File: src/rtl/core/rlhm_pkg.sv
`default_nettype none

package rlhm_pkg;

  localparam int CFG_IDX_BITS  = 3;
  localparam int CFG_DATA_BITS = 16;

  localparam logic [CFG_IDX_BITS-1:0] CFG_FAIL_THRESHOLD   = 3'd0;
  localparam logic [CFG_IDX_BITS-1:0] CFG_FAIL_CRITICAL    = 3'd1;
  localparam logic [CFG_IDX_BITS-1:0] CFG_CONGESTION_STEP  = 3'd2;
  localparam logic [CFG_IDX_BITS-1:0] CFG_CONGESTION_CLEAR = 3'd3;
  localparam logic [CFG_IDX_BITS-1:0] CFG_WINDOW_MS        = 3'd4;
  localparam logic [CFG_IDX_BITS-1:0] CFG_PACKET_BYTES     = 3'd5;
  localparam logic [CFG_IDX_BITS-1:0] CFG_READY_MTU        = 3'd6;
  localparam logic [CFG_IDX_BITS-1:0] CFG_FAST_INTERVAL    = 3'd7;

  localparam logic [2:0] CMD_CONNECT    = 3'd0;
  localparam logic [2:0] CMD_DISCONNECT = 3'd1;
  localparam logic [2:0] CMD_MTU        = 3'd2;
  localparam logic [2:0] CMD_PARAMS     = 3'd3;
  localparam logic [2:0] CMD_TX         = 3'd4;

  typedef enum logic [2:0] {
    LS_DISC       = 3'd0,
    LS_CONNECTING = 3'd1,
    LS_CONNECTED  = 3'd2,
    LS_READY      = 3'd3,
    LS_CONGESTED  = 3'd4,
    LS_CRITICAL   = 3'd5
  } link_state_t;

  localparam logic [15:0] MTU_DEFAULT   = 16'd23;
  localparam logic [6:0]  CONG_CAP      = 7'd100;
  localparam logic [15:0] FAIL_RUN_MAX  = 16'hFFFF;
  localparam logic [11:0] INTERVAL_MAX  = 12'd4095;
  localparam logic [11:0] BUF_SMALL     = 12'd512;
  localparam logic [11:0] BUF_NORMAL    = 12'd1024;
  localparam logic [11:0] BUF_LARGE     = 12'd2048;

  localparam logic [7:0]  RST_FAIL_THRESHOLD   = 8'd5;
  localparam logic [9:0]  RST_FAIL_CRITICAL    = 10'd20;
  localparam logic [3:0]  RST_CONGESTION_STEP  = 4'd5;
  localparam logic [6:0]  RST_CONGESTION_CLEAR = 7'd20;
  localparam logic [15:0] RST_WINDOW_MS        = 16'd1000;
  localparam logic [9:0]  RST_PACKET_BYTES     = 10'd239;
  localparam logic [9:0]  RST_READY_MTU        = 10'd246;
  localparam logic [11:0] RST_FAST_INTERVAL    = 12'd15;

  typedef struct packed {
    logic [7:0]  fail_threshold;
    logic [9:0]  fail_critical;
    logic [3:0]  congestion_step;
    logic [6:0]  congestion_clear_level;
    logic [15:0] window_ms;
    logic [9:0]  packet_bytes;
    logic [9:0]  ready_mtu;
    logic [11:0] fast_interval_ms;
  } cfg_t;

  typedef struct packed {
    logic [2:0]  cmd;
    logic [31:0] time_ms;
    logic [15:0] mtu_value;
    logic [11:0] interval_units;
    logic [8:0]  slave_latency;
    logic        tx_success;
  } evt_t;

  typedef struct packed {
    link_state_t state;
    logic [6:0]  congestion;
    logic [15:0] fail_run;
    logic [31:0] window_begin;
    logic [31:0] throughput;
    logic [15:0] mtu;
    logic [11:0] interval;
    logic [8:0]  latency;
  } lnk_t;

  typedef struct packed {
    logic [2:0]  link_state;
    logic [6:0]  congestion;
    logic [15:0] mtu_now;
    logic [11:0] interval_ms_now;
    logic [8:0]  latency_now;
    logic [31:0] sent_count;
    logic [31:0] failed_count;
    logic [31:0] throughput_bps;
    logic        is_congested;
    logic        is_ready;
    logic [11:0] recommended_buffer;
  } res_t;

endpackage

`default_nettype wire

File: src/rtl/core/rlhm_cfg_regs.sv
`default_nettype none

module rlhm_cfg_regs
  import rlhm_pkg::*;
(
  input  wire logic                     clk,
  input  wire logic                     rst_n,
  input  wire logic                     cfg_we,
  input  wire logic [CFG_IDX_BITS-1:0]  cfg_index,
  input  wire logic [CFG_DATA_BITS-1:0] cfg_wdata,
  output cfg_t                          cfg
);

  cfg_t cfg_r;

  always_ff @(posedge clk) begin
    if (!rst_n) begin
      cfg_r.fail_threshold         <= RST_FAIL_THRESHOLD;
      cfg_r.fail_critical          <= RST_FAIL_CRITICAL;
      cfg_r.congestion_step        <= RST_CONGESTION_STEP;
      cfg_r.congestion_clear_level <= RST_CONGESTION_CLEAR;
      cfg_r.window_ms              <= RST_WINDOW_MS;
      cfg_r.packet_bytes           <= RST_PACKET_BYTES;
      cfg_r.ready_mtu              <= RST_READY_MTU;
      cfg_r.fast_interval_ms       <= RST_FAST_INTERVAL;
    end else if (cfg_we) begin
      case (cfg_index)
        CFG_FAIL_THRESHOLD:   cfg_r.fail_threshold         <= cfg_wdata[7:0];
        CFG_FAIL_CRITICAL:    cfg_r.fail_critical          <= cfg_wdata[9:0];
        CFG_CONGESTION_STEP:  cfg_r.congestion_step        <= cfg_wdata[3:0];
        CFG_CONGESTION_CLEAR: cfg_r.congestion_clear_level <= cfg_wdata[6:0];
        CFG_WINDOW_MS:        cfg_r.window_ms              <= cfg_wdata[15:0];
        CFG_PACKET_BYTES:     cfg_r.packet_bytes           <= cfg_wdata[9:0];
        CFG_READY_MTU:        cfg_r.ready_mtu              <= cfg_wdata[9:0];
        CFG_FAST_INTERVAL:    cfg_r.fast_interval_ms       <= cfg_wdata[11:0];
        default: ;
      endcase
    end
  end

  assign cfg = cfg_r;

endmodule

`default_nettype wire

File: src/rtl/core/rlhm_update.sv
`default_nettype none

module rlhm_update
  import rlhm_pkg::*;
#(
  parameter int COUNTER_BITS = 32
) (
  input  wire cfg_t                     cfg,
  input  wire evt_t                     evt,
  input  wire lnk_t                     lnk,
  input  wire logic [COUNTER_BITS-1:0]  sent,
  input  wire logic [COUNTER_BITS-1:0]  failed,
  input  wire logic [COUNTER_BITS-1:0]  win_cnt,
  output lnk_t                          lnk_nxt,
  output logic [COUNTER_BITS-1:0]       sent_nxt,
  output logic [COUNTER_BITS-1:0]       failed_nxt,
  output logic [COUNTER_BITS-1:0]       win_cnt_nxt,
  output res_t                          res
);

  localparam logic [COUNTER_BITS-1:0] CNT_ONE = {{(COUNTER_BITS-1){1'b0}}, 1'b1};

  logic [12:0]             iv_full;
  logic [11:0]             iv_sat;
  logic [15:0]             fail_up;
  logic [15:0]             fail_dn;
  logic [6:0]              cong_up;
  logic [6:0]              cong_dn;
  logic [31:0]             elapsed;
  logic                    win_close;
  logic [COUNTER_BITS-1:0] win_inc;
  logic [31:0]             win_prod;
  logic [31:0]             win_bytes;
  logic                    ready_ok;

  // units * 1.25, floored
  assign iv_full = {1'b0, evt.interval_units} + 13'(evt.interval_units[11:2]);
  assign iv_sat  = iv_full[12] ? INTERVAL_MAX : iv_full[11:0];

  assign fail_up = (lnk.fail_run == FAIL_RUN_MAX) ? lnk.fail_run : lnk.fail_run + 16'd1;
  assign fail_dn = (lnk.fail_run == '0) ? lnk.fail_run : lnk.fail_run - 16'd1;
  assign cong_up = (lnk.congestion < CONG_CAP) ?
                   lnk.congestion + {3'b0, cfg.congestion_step} : lnk.congestion;
  assign cong_dn = (lnk.congestion == '0) ? lnk.congestion : lnk.congestion - 7'd1;

  assign elapsed   = evt.time_ms - lnk.window_begin;
  assign win_close = elapsed >= {16'b0, cfg.window_ms};
  assign win_inc   = win_cnt + CNT_ONE;

  // (count + 1) * bytes, with the wrapped count giving zero
  assign win_prod  = 32'(win_cnt) * {22'b0, cfg.packet_bytes};
  assign win_bytes = (win_inc == '0) ? '0 : win_prod + {22'b0, cfg.packet_bytes};

  assign ready_ok = evt.mtu_value >= {6'b0, cfg.ready_mtu};

  always_comb begin
    lnk_nxt     = lnk;
    sent_nxt    = sent;
    failed_nxt  = failed;
    win_cnt_nxt = win_cnt;
    case (evt.cmd)
      CMD_CONNECT: begin
        lnk_nxt.state        = LS_CONNECTING;
        lnk_nxt.congestion   = '0;
        lnk_nxt.fail_run     = '0;
        lnk_nxt.window_begin = evt.time_ms;
        sent_nxt             = '0;
        failed_nxt           = '0;
        win_cnt_nxt          = '0;
      end
      CMD_DISCONNECT: begin
        lnk_nxt.state    = LS_DISC;
        lnk_nxt.mtu      = MTU_DEFAULT;
        lnk_nxt.interval = '0;
      end
      CMD_MTU: begin
        lnk_nxt.mtu   = evt.mtu_value;
        lnk_nxt.state = ready_ok ? LS_READY : LS_CONNECTED;
      end
      CMD_PARAMS: begin
        lnk_nxt.interval = iv_sat;
        lnk_nxt.latency  = evt.slave_latency;
      end
      CMD_TX: begin
        sent_nxt = sent + CNT_ONE;
        if (evt.tx_success) begin
          lnk_nxt.fail_run   = fail_dn;
          lnk_nxt.congestion = cong_dn;
          if (lnk.state == LS_CONGESTED && cong_dn < cfg.congestion_clear_level) begin
            lnk_nxt.state = LS_READY;
          end
          if (lnk.state == LS_CRITICAL && fail_dn == '0) begin
            lnk_nxt.state = LS_CONGESTED;
          end
        end else begin
          failed_nxt         = failed + CNT_ONE;
          lnk_nxt.fail_run   = fail_up;
          lnk_nxt.congestion = cong_up;
          if (fail_up >= {6'b0, cfg.fail_critical}) begin
            lnk_nxt.state = LS_CRITICAL;
          end else if (fail_up >= {8'b0, cfg.fail_threshold} && lnk.state == LS_READY) begin
            lnk_nxt.state = LS_CONGESTED;
          end
        end
        if (win_close) begin
          lnk_nxt.throughput   = win_bytes;
          lnk_nxt.window_begin = evt.time_ms;
          win_cnt_nxt          = '0;
        end else begin
          win_cnt_nxt = win_inc;
        end
      end
      default: ;
    endcase
  end

  always_comb begin
    res.link_state      = lnk_nxt.state;
    res.congestion      = lnk_nxt.congestion;
    res.mtu_now         = lnk_nxt.mtu;
    res.interval_ms_now = lnk_nxt.interval;
    res.latency_now     = lnk_nxt.latency;
    res.sent_count      = 32'(sent_nxt);
    res.failed_count    = 32'(failed_nxt);
    res.throughput_bps  = lnk_nxt.throughput;
    res.is_congested    = 1'b0;
    res.is_ready        = 1'b0;
    res.recommended_buffer = BUF_NORMAL;
    case (lnk_nxt.state)
      LS_DISC: begin
        res.is_congested = 1'b1;
      end
      LS_READY: begin
        res.is_ready = 1'b1;
        res.recommended_buffer =
          (lnk_nxt.interval <= cfg.fast_interval_ms) ? BUF_SMALL : BUF_NORMAL;
      end
      LS_CONGESTED, LS_CRITICAL: begin
        res.is_congested       = 1'b1;
        res.recommended_buffer = BUF_LARGE;
      end
      default: ;
    endcase
  end

endmodule

`default_nettype wire

File: src/rtl/core/radio_link_health_monitor.sv
`default_nettype none

// Channel  Direction  Handshake                  Payload
// in_      input      in_valid / in_ready        cmd, time_ms, mtu_value, interval_units,
//                                                slave_latency, tx_success
// out_     output     out_valid / out_ready      link status, counters, buffer hint
// cfg_     input      cfg_we (no wait)           cfg_index, cfg_wdata
//
// One transaction per cycle sustained while out_ready stays high. An accepted event loads
// the event register; the single-pass update then loads its result into the result
// register once that register is empty or out_ready is high. Link state updates together
// with the result register load, so back-to-back events see each other's effects. Reset is
// synchronous and returns link state, counters, valid flags and configuration to defaults.
// A stalled out_ready holds the result and backs up into in_ready.

module radio_link_health_monitor
  import rlhm_pkg::*;
#(
  parameter int COUNTER_BITS = 32
) (
  input  wire logic                     clk,
  input  wire logic                     rst_n,

  input  wire logic                     in_valid,
  output logic                          in_ready,
  input  wire logic [2:0]               in_cmd,
  input  wire logic [31:0]              in_time_ms,
  input  wire logic [15:0]              in_mtu_value,
  input  wire logic [11:0]              in_interval_units,
  input  wire logic [8:0]               in_slave_latency,
  input  wire logic                     in_tx_success,

  output logic                          out_valid,
  input  wire logic                     out_ready,
  output logic [2:0]                    out_link_state,
  output logic [6:0]                    out_congestion,
  output logic [15:0]                   out_mtu_now,
  output logic [11:0]                   out_interval_ms_now,
  output logic [8:0]                    out_latency_now,
  output logic [31:0]                   out_sent_count,
  output logic [31:0]                   out_failed_count,
  output logic [31:0]                   out_throughput_bps,
  output logic                          out_is_congested,
  output logic                          out_is_ready,
  output logic [11:0]                   out_recommended_buffer,

  input  wire logic                     cfg_we,
  input  wire logic [CFG_IDX_BITS-1:0]  cfg_index,
  input  wire logic [CFG_DATA_BITS-1:0] cfg_wdata
);

  cfg_t                    cfg;
  evt_t                    evt_r;
  logic                    evt_vld_r;
  lnk_t                    lnk_r;
  lnk_t                    lnk_nxt;
  logic [COUNTER_BITS-1:0] sent_r;
  logic [COUNTER_BITS-1:0] sent_nxt;
  logic [COUNTER_BITS-1:0] failed_r;
  logic [COUNTER_BITS-1:0] failed_nxt;
  logic [COUNTER_BITS-1:0] win_cnt_r;
  logic [COUNTER_BITS-1:0] win_cnt_nxt;
  res_t                    res_nxt;
  res_t                    res_r;
  logic                    res_vld_r;
  logic                    go;

  rlhm_cfg_regs u_cfg (
    .clk       (clk),
    .rst_n     (rst_n),
    .cfg_we    (cfg_we),
    .cfg_index (cfg_index),
    .cfg_wdata (cfg_wdata),
    .cfg       (cfg)
  );

  rlhm_update #(
    .COUNTER_BITS (COUNTER_BITS)
  ) u_update (
    .cfg         (cfg),
    .evt         (evt_r),
    .lnk         (lnk_r),
    .sent        (sent_r),
    .failed      (failed_r),
    .win_cnt     (win_cnt_r),
    .lnk_nxt     (lnk_nxt),
    .sent_nxt    (sent_nxt),
    .failed_nxt  (failed_nxt),
    .win_cnt_nxt (win_cnt_nxt),
    .res         (res_nxt)
  );

  assign go       = evt_vld_r && (!res_vld_r || out_ready);
  assign in_ready = !evt_vld_r || go;

  always_ff @(posedge clk) begin
    if (!rst_n) begin
      evt_vld_r <= 1'b0;
    end else if (in_ready) begin
      evt_vld_r <= in_valid;
    end
  end

  always_ff @(posedge clk) begin
    if (in_ready && in_valid) begin
      evt_r.cmd            <= in_cmd;
      evt_r.time_ms        <= in_time_ms;
      evt_r.mtu_value      <= in_mtu_value;
      evt_r.interval_units <= in_interval_units;
      evt_r.slave_latency  <= in_slave_latency;
      evt_r.tx_success     <= in_tx_success;
    end
  end

  always_ff @(posedge clk) begin
    if (!rst_n) begin
      lnk_r.state        <= LS_DISC;
      lnk_r.congestion   <= '0;
      lnk_r.fail_run     <= '0;
      lnk_r.window_begin <= '0;
      lnk_r.throughput   <= '0;
      lnk_r.mtu          <= MTU_DEFAULT;
      lnk_r.interval     <= '0;
      lnk_r.latency      <= '0;
      sent_r             <= '0;
      failed_r           <= '0;
      win_cnt_r          <= '0;
    end else if (go) begin
      lnk_r     <= lnk_nxt;
      sent_r    <= sent_nxt;
      failed_r  <= failed_nxt;
      win_cnt_r <= win_cnt_nxt;
    end
  end

  always_ff @(posedge clk) begin
    if (!rst_n) begin
      res_vld_r <= 1'b0;
    end else if (go) begin
      res_vld_r <= 1'b1;
    end else if (out_ready) begin
      res_vld_r <= 1'b0;
    end
  end

  always_ff @(posedge clk) begin
    if (go) begin
      res_r <= res_nxt;
    end
  end

  assign out_valid              = res_vld_r;
  assign out_link_state         = res_r.link_state;
  assign out_congestion         = res_r.congestion;
  assign out_mtu_now            = res_r.mtu_now;
  assign out_interval_ms_now    = res_r.interval_ms_now;
  assign out_latency_now        = res_r.latency_now;
  assign out_sent_count         = res_r.sent_count;
  assign out_failed_count       = res_r.failed_count;
  assign out_throughput_bps     = res_r.throughput_bps;
  assign out_is_congested       = res_r.is_congested;
  assign out_is_ready           = res_r.is_ready;
  assign out_recommended_buffer = res_r.recommended_buffer;

endmodule

`default_nettype wire
File: config.mk
export PLATFORM = sky130hd
export DESIGN_NAME = radio_link_health_monitor
export DESIGN_NICKNAME = d
export VERILOG_FILES = /design/src/rtl/core/rlhm_pkg.sv /design/src/rtl/core/rlhm_cfg_regs.sv /design/src/rtl/core/rlhm_update.sv /design/src/rtl/core/radio_link_health_monitor.sv
export SDC_FILE = /design/constraint.sdc
export NUM_CORES = 2
export LEC_CHECK = 0
export ABC_AREA = 1
export BUFFER_PORTS_ARGS = -buffer_cell sky130_fd_sc_hd__buf_2
export CAP_MARGIN = 20
export CELL_PAD_IN_SITES_DETAIL_PLACEMENT = 2
export CELL_PAD_IN_SITES_GLOBAL_PLACEMENT = 2
export CORE_MARGIN = 2
export CORE_UTILIZATION = 39
export DETAILED_ROUTE_END_ITERATION = 7
export HOLD_SLACK_MARGIN = 0.08
export PLACE_DENSITY = 0.86
export SLEW_MARGIN = 15
export SYNTH_ARGS = -nofsm -noshare
export SYNTH_HDL_FRONTEND = slang
export SYNTH_SLANG_ARGS = --single-unit
File: constraint.sdc
create_clock -name clk -period 14.7 [get_ports clk]
set_input_delay 2.94 -clock clk [delete_from_list [all_inputs] [get_ports clk]]
set_output_delay 2.94 -clock clk [all_outputs]
set_load 0.05 [all_outputs]
# Word-level counts from Yosys, hierarchy flattened
# Index checks and enable logic that the tools add are counted.
[word_totals]
regBits = 532
out_inout_bits = 159
inputBits = 97
[classes]
n_mux = 30
eq_ne = 19
n_mul = 1
reduce_logical = 30
n_addsub = 10
magnitude_cmp = 7
[op_table]
columns = ["cell", "n"]
rows = [
  ["32-bit one-hot mux with 2 select lines", 3],
  ["32-bit 2-to-1 mux", 4],
  ["55-bit one-hot mux with 2 select lines", 1],
  ["32-bit by 1-bit adder with 32-bit output (second input constant)", 3],
  ["64-bit 2-to-1 mux", 1],
  ["12-bit one-hot mux with 2 select lines", 2],
  ["32-bit by 10-bit adder with 32-bit output", 1],
  ["16-bit by 10-bit greater-or-equal comparator with 1-bit output", 2],
  ["32-bit by 16-bit greater-or-equal comparator with 1-bit output", 1],
  ["16-bit logical NOT", 2],
  ["32-bit logical NOT", 1],
  ["32-bit by 10-bit multiplier with 32-bit output", 1],
  ["16-bit 2-to-1 mux", 2],
  ["16-bit one-hot mux with 2 select lines", 1],
  ["32-bit subtractor", 1],
  ["3-bit == test (second input constant)", 9],
  ["26-bit 2-to-1 mux", 1],
  ["3-bit by 2-bit == test with 1-bit output (second input constant)", 6],
  ["2-bit AND reduction", 9],
  ["16-bit by 1-bit adder with 16-bit output (second input constant)", 1],
  ["16-bit == test (second input constant)", 1],
  ["16-bit by 8-bit greater-or-equal comparator with 1-bit output", 1],
  ["16-bit by 1-bit subtractor with 16-bit output (second input constant)", 1],
  ["7-bit 2-to-1 mux", 2],
  ["other kinds (23)", 40],
]

# Longest topological paths before layout
[depth]
ltp_word = 11
depth_mapped = 32

# By module
# A second synthesis with hierarchy kept.
[hier_totals]
hier_cells = 6058
hier_area_um2 = 42434.4
[by_module_without_submodules]
columns = ["mod", "cells_per_inst", "n_inst", "area_each_um2"]
rows = [
  ["rlhm_update", 3946, 1, 22711.8],
  ["radio_link_health_monitor", 1696, 1, 16782.3],
  ["rlhm_cfg_regs", 416, 1, 2940.3],
]

# Worst setup path after synthesis
# No wires, ideal clock.
[synth_path]
path_kind = "input -> register"
from = "input port out_ready"
to = "register res_r (netlist bit out_congestion[0]) (enable)"
t_arrival_ns = 7.876
path_stages = 7
path_buffers = 3
t_required_ns = 14.130
setup_slack_ns = 6.254
cell_sequence = "inv_1 > nand2_1 > nand2_1 > clkbuf_1 > inv_1 > clkbuf_1 > clkbuf_1"
[synth_between]
elab_chain_cells = 2
[synth_lines]
columns = ["item", "line_no", "text"]
rows = [
  ["from (decl)", "radio_link_health_monitor.sv:34", "input wire logic out_ready,"],
  ["1-bit logical OR", "radio_link_health_monitor.sv:93", "assign go = evt_vld_r && (!res_vld_r || out_ready);"],
  ["1-bit logical AND", "radio_link_health_monitor.sv:93", ""],
  ["net go", "radio_link_health_monitor.sv:66", "logic go;"],
  ["to (signal assigned)", "radio_link_health_monitor.sv:148", "res_r <= res_nxt;"],
  ["to (decl)", "radio_link_health_monitor.sv:64", "res_t res_r;"],
]
# The timed path passes the listed nets, and every way through them passes these cells.
# A chain may end at the register's enable or synchronous reset.

# Worst setup path in the final report
[layout_path]
from = "register u_cfg.cfg_r (netlist bit u_cfg.cfg[31])"
to = "register lnk_r[65] in the netlist's numbering"
[layout_between]
elab_chain_cells = 5
[layout_lines]
columns = ["item", "line_no", "text"]
rows = [
  ["from (decl)", "rlhm_cfg_regs.sv:14", "cfg_t cfg_r;"],
  ["32-bit by 10-bit multiplier with 32-bit output", "rlhm_update.sv:51", "assign win_prod = 32'(win_cnt) * {22'b0, cfg.packet_bytes};"],
  ["32-bit by 10-bit adder with 32-bit output *", "rlhm_update.sv:52", "assign win_bytes = (win_inc == '0) ? '0 : win_prod + {22'b0, cfg.packet_bytes};"],
  ["32-bit 2-to-1 mux *", "rlhm_update.sv:52", ""],
  ["64-bit 2-to-1 mux *", "rlhm_update.sv:105", "if (win_close) begin"],
  ["32-bit 2-to-1 mux *", "rlhm_update.sv:61", "case (evt.cmd)"],
  ["to (signal assigned)", "radio_link_health_monitor.sv:129", "lnk_r <= lnk_nxt;"],
  ["to (decl)", "radio_link_health_monitor.sv:55", "lnk_t lnk_r;"],
]
# Every way passes the cells marked *; elsewhere a longest branch is shown, timed or not. The select of a mux whose other input is x is not followed.

==> flow_summary.toml <==
[run_status]
status = "finished, final reports clean"

[clock_network]
cts_tree = "done"
cts_root_buf = "clkbuf_16"
cts_sinks = 523
clock_latency_ns = 0.70
ctsResizeCount = 0
postCtsSetupBuffers = 0
numCtsBuffers = 61
hold_buffers = 0
htreeDepth = 2
cts_buffer_depth = 3
clkTransAtPathRegs_ns = 0.06

[grt]
grt_overflow = 0
grt_first_pass_wirelength_um = 237000
grt_util_all_layers = 0.305
antenna_found_initial = 12
grt_pass1_vias = 40600
grt_max_degree = 125

[cells_and_area]
fill_cells = 11100
area_growth_pct = 11.9
drive_gt1_frac = 0.0816
final_nets = 5757

[drt]
initialDrtViolationCount = 2032
drt_pass1_iterations = 5
met1Wirelength_um = 60400
finalWirelength_um = 152000
wl_met2_um = 79500
vias = 35900
ant_nets = 0
dr.max_layer_used = "met5"
met3_length_um = 6430
wl_per_cell_um = 23.1
drc = 0
vias_per_cell = 5.45

[floorplan]
coreArea_um2 = 95200
die_w_um = 314
rows = 113
start_util = 0.394
die_area_um2 = 98500
num_io_pins = 256
die_h_um = 314

[worst_setup_path]
r2r-start = "u_cfg.cfg[31]"
cp_slowest_stage_delay_ns = 1.08
rr_worst_depth = 25
cpLargestDelayFamily = "adder cells"
cp_num_buf_inv = 4
rr_endpoint = "lnk_r[65]"
path_max_fanout = 25
path_class = "flip-flop to flip-flop"
cp.arrival_ns = 7.26
cpMostUsedCell = "nand2_1"
cp_slowest_cell = "dfxtp_1"
endpoint_kind = "flip-flop"
rrSetupSlack_ns = 8.08
required_ns = 15.34
critPathLaunchType = "flip-flop"

[sta]
whs_ns = 0.465
finalCriticalPeriod_ns = 6.62
hold_viol_final = 0
setup_viol = 0
finalCritPeriodShare = 0.450
clock_skew_ns = 0.0703
rsz0062_at_grt = "no"
fmax_mhz = 151
worst_pin_slew_ns = 1.15
slew_viol_final = 0
slew_headroom = 0.232
tns_ns = 0

[power]
power_frac_comb = 0.164
pwr-share-seq = 0.421
p_int_mw = 2.67
power.switching_mw = 1.23
peakVddDrop_mv = 0.0937
finalPower_mw = 3.91
p_leak_nw = 20.2
power_frac_clock = 0.416
power_density_nw_per_um2 = 93.2
swShare = 0.316

[synthesis]
avgSynthCellArea_um2 = 7.31
synthesis.instances = 5126
ys_warn_count = 0
netlist.top_cell.by_area = "edfxtp_1"
synthesis.area_um2 = 37500
synth_area_leaders = "edfxtp_1 18%, dfxtp_1 16%, nand2_1 14%"
synth_flop_cell = "dfxtp_1"
ys_seq_area_frac = 0.339
synth_seq_cells = 523
ys_async_sr_fraction = 0
netlist.area_leader.share = 0.177
synth_edf_count = 221
synth.distinct_cells = 55

[job]
cap_violations = 0

[hold_path]
hp-start = "lnk_r[82]"
min_path_cells = 2
holdPathEnd = "lnk_r[82]"
min_path_type = "flip-flop to flip-flop"

[placed_design]
io_buffer_count = 246
place.gp.congestion = 0.877
hpwl_um = 104000
-- sequential cells by signal, indices dropped and copies added (netlist names) --
signal and count:
out_sent_count 32, failed_r 32, out_latency_now 9, out_is_ready 1, out_link_state 3, out_recommended_buffer 3, out_failed_count 32, evt_vld_r 1
u_cfg.cfg 77, out_throughput_bps 32, win_cnt_r 32, out_mtu_now 16, out_interval_ms_now 12, out_congestion 7, lnk_r 127, sent_r 32
out_valid 1, out_is_congested 1, evt_r 73
-- worst max path at each step --
stage / from / end / cells past startpoint
2_1_floorplan: out_ready / out_congestion[0] / 7
3_3_place_gp: out_ready / in_ready / 4
3_5_place_dp: u_cfg.cfg[31] / lnk_r[54] / 26
4_1_cts: u_cfg.cfg[31] / lnk_r[65] / 25
5_1_grt: u_cfg.cfg[31] / lnk_r[65] / 25
6_report: u_cfg.cfg[31] / lnk_r[65] / 25
-- tightest hold or removal path, stage by stage, from the launching register on --
cell,delay (ns)
dfxtp_1,0.31
nand2_1,0.06
a21oi_1,0.05
-- cell usage after synthesis, types with 65 or more instances --
master and count:
xor2_1 75, nor2_1 388, o21ai_0 259, nand4_1 85
nor3_1 65, dfxtp_1 302, ha_1 185, edfxtp_1 221
nand3_1 206, nand2_1 1376, inv_1 978, a21oi_1 359
fa_1 210, clkbuf_1 179
-- final cells by class --
| cell class | count | area (um2) | area share |
|---|---|---|---|
| diodes | 10 | 25.0 | 0.000597 |
| clock buffers | 84 | 1750 | 0.0417 |
| clock inverters | 32 | 349 | 0.00833 |
| inverters | 996 | 3750 | 0.0896 |
| multi-input cells | 3399 | 20200 | 0.483 |
| flip-flops and latches | 523 | 12700 | 0.303 |
| well taps | 1265 | 1580 | 0.0378 |
| repair buffers | 284 | 1540 | 0.0367 |
-- routing by layer --
metal,vias up,track usage
met5,-,0
met4,6,0.122
met3,359,0.0427
met2,975,0.560
met1,18300,0.355
li1,16300,-
-- metrics by stage --
stage	utilization	setup slack (ns)	cell area (um2)	std cells
after detailed placement	0.418	8.19	39700	6466
after global routing	0.440	7.78	41900	6592
after floorplan	-	6.25	37500	5134
final	0.440	8.08	41900	6593
after CTS	0.440	8.05	41800	6582
after global placement	0.418	8.35	39700	6466
-- kinds of logic (layout without fill, tap and decap cells) --
group,after synthesis,in the layout,share of synthesized area
compound gates,716,716,0.102
simple gates,2176,2176,0.238
buf+inv,1212,1396,0.123
xor+xnor,103,103,0.0241
flops,523,523,0.339
other cells,1,19,0.000100
fa+ha+maj,395,395,0.174
-- power groups by stage --
stage / combinational [mW] / sequential (mW) / clock [mW]
after floorplan: 0.337 / 1.73 / 0
after global placement: 0.564 / 1.66 / 0
after detailed placement: 0.605 / 1.67 / 0
after CTS: 0.633 / 1.64 / 1.64
after global routing: 0.695 / 1.65 / 1.70
final: 0.639 / 1.64 / 1.62
-- cell usage in the layout (no fill, tap or decap), drive strengths merged, types with 6 or more instances in the layout --
cell type,count
a211oi,16
a21oi,360
a31oi,7
and2,7
buf,284
clkbuf,84
clkinv,24
clkinvlp,7
conb,9
dfxtp,302
diode,10
edfxtp,221
fa,210
ha,185
inv,993
nand2,1376
nand3,206
nand4,86
nor2,404
nor3,68
nor4,10
o211ai,28
o21ai,263
o22ai,6
or2,6
xnor2,28
xor2,75
No activity file was read; power rests on OpenSTA's default activity.
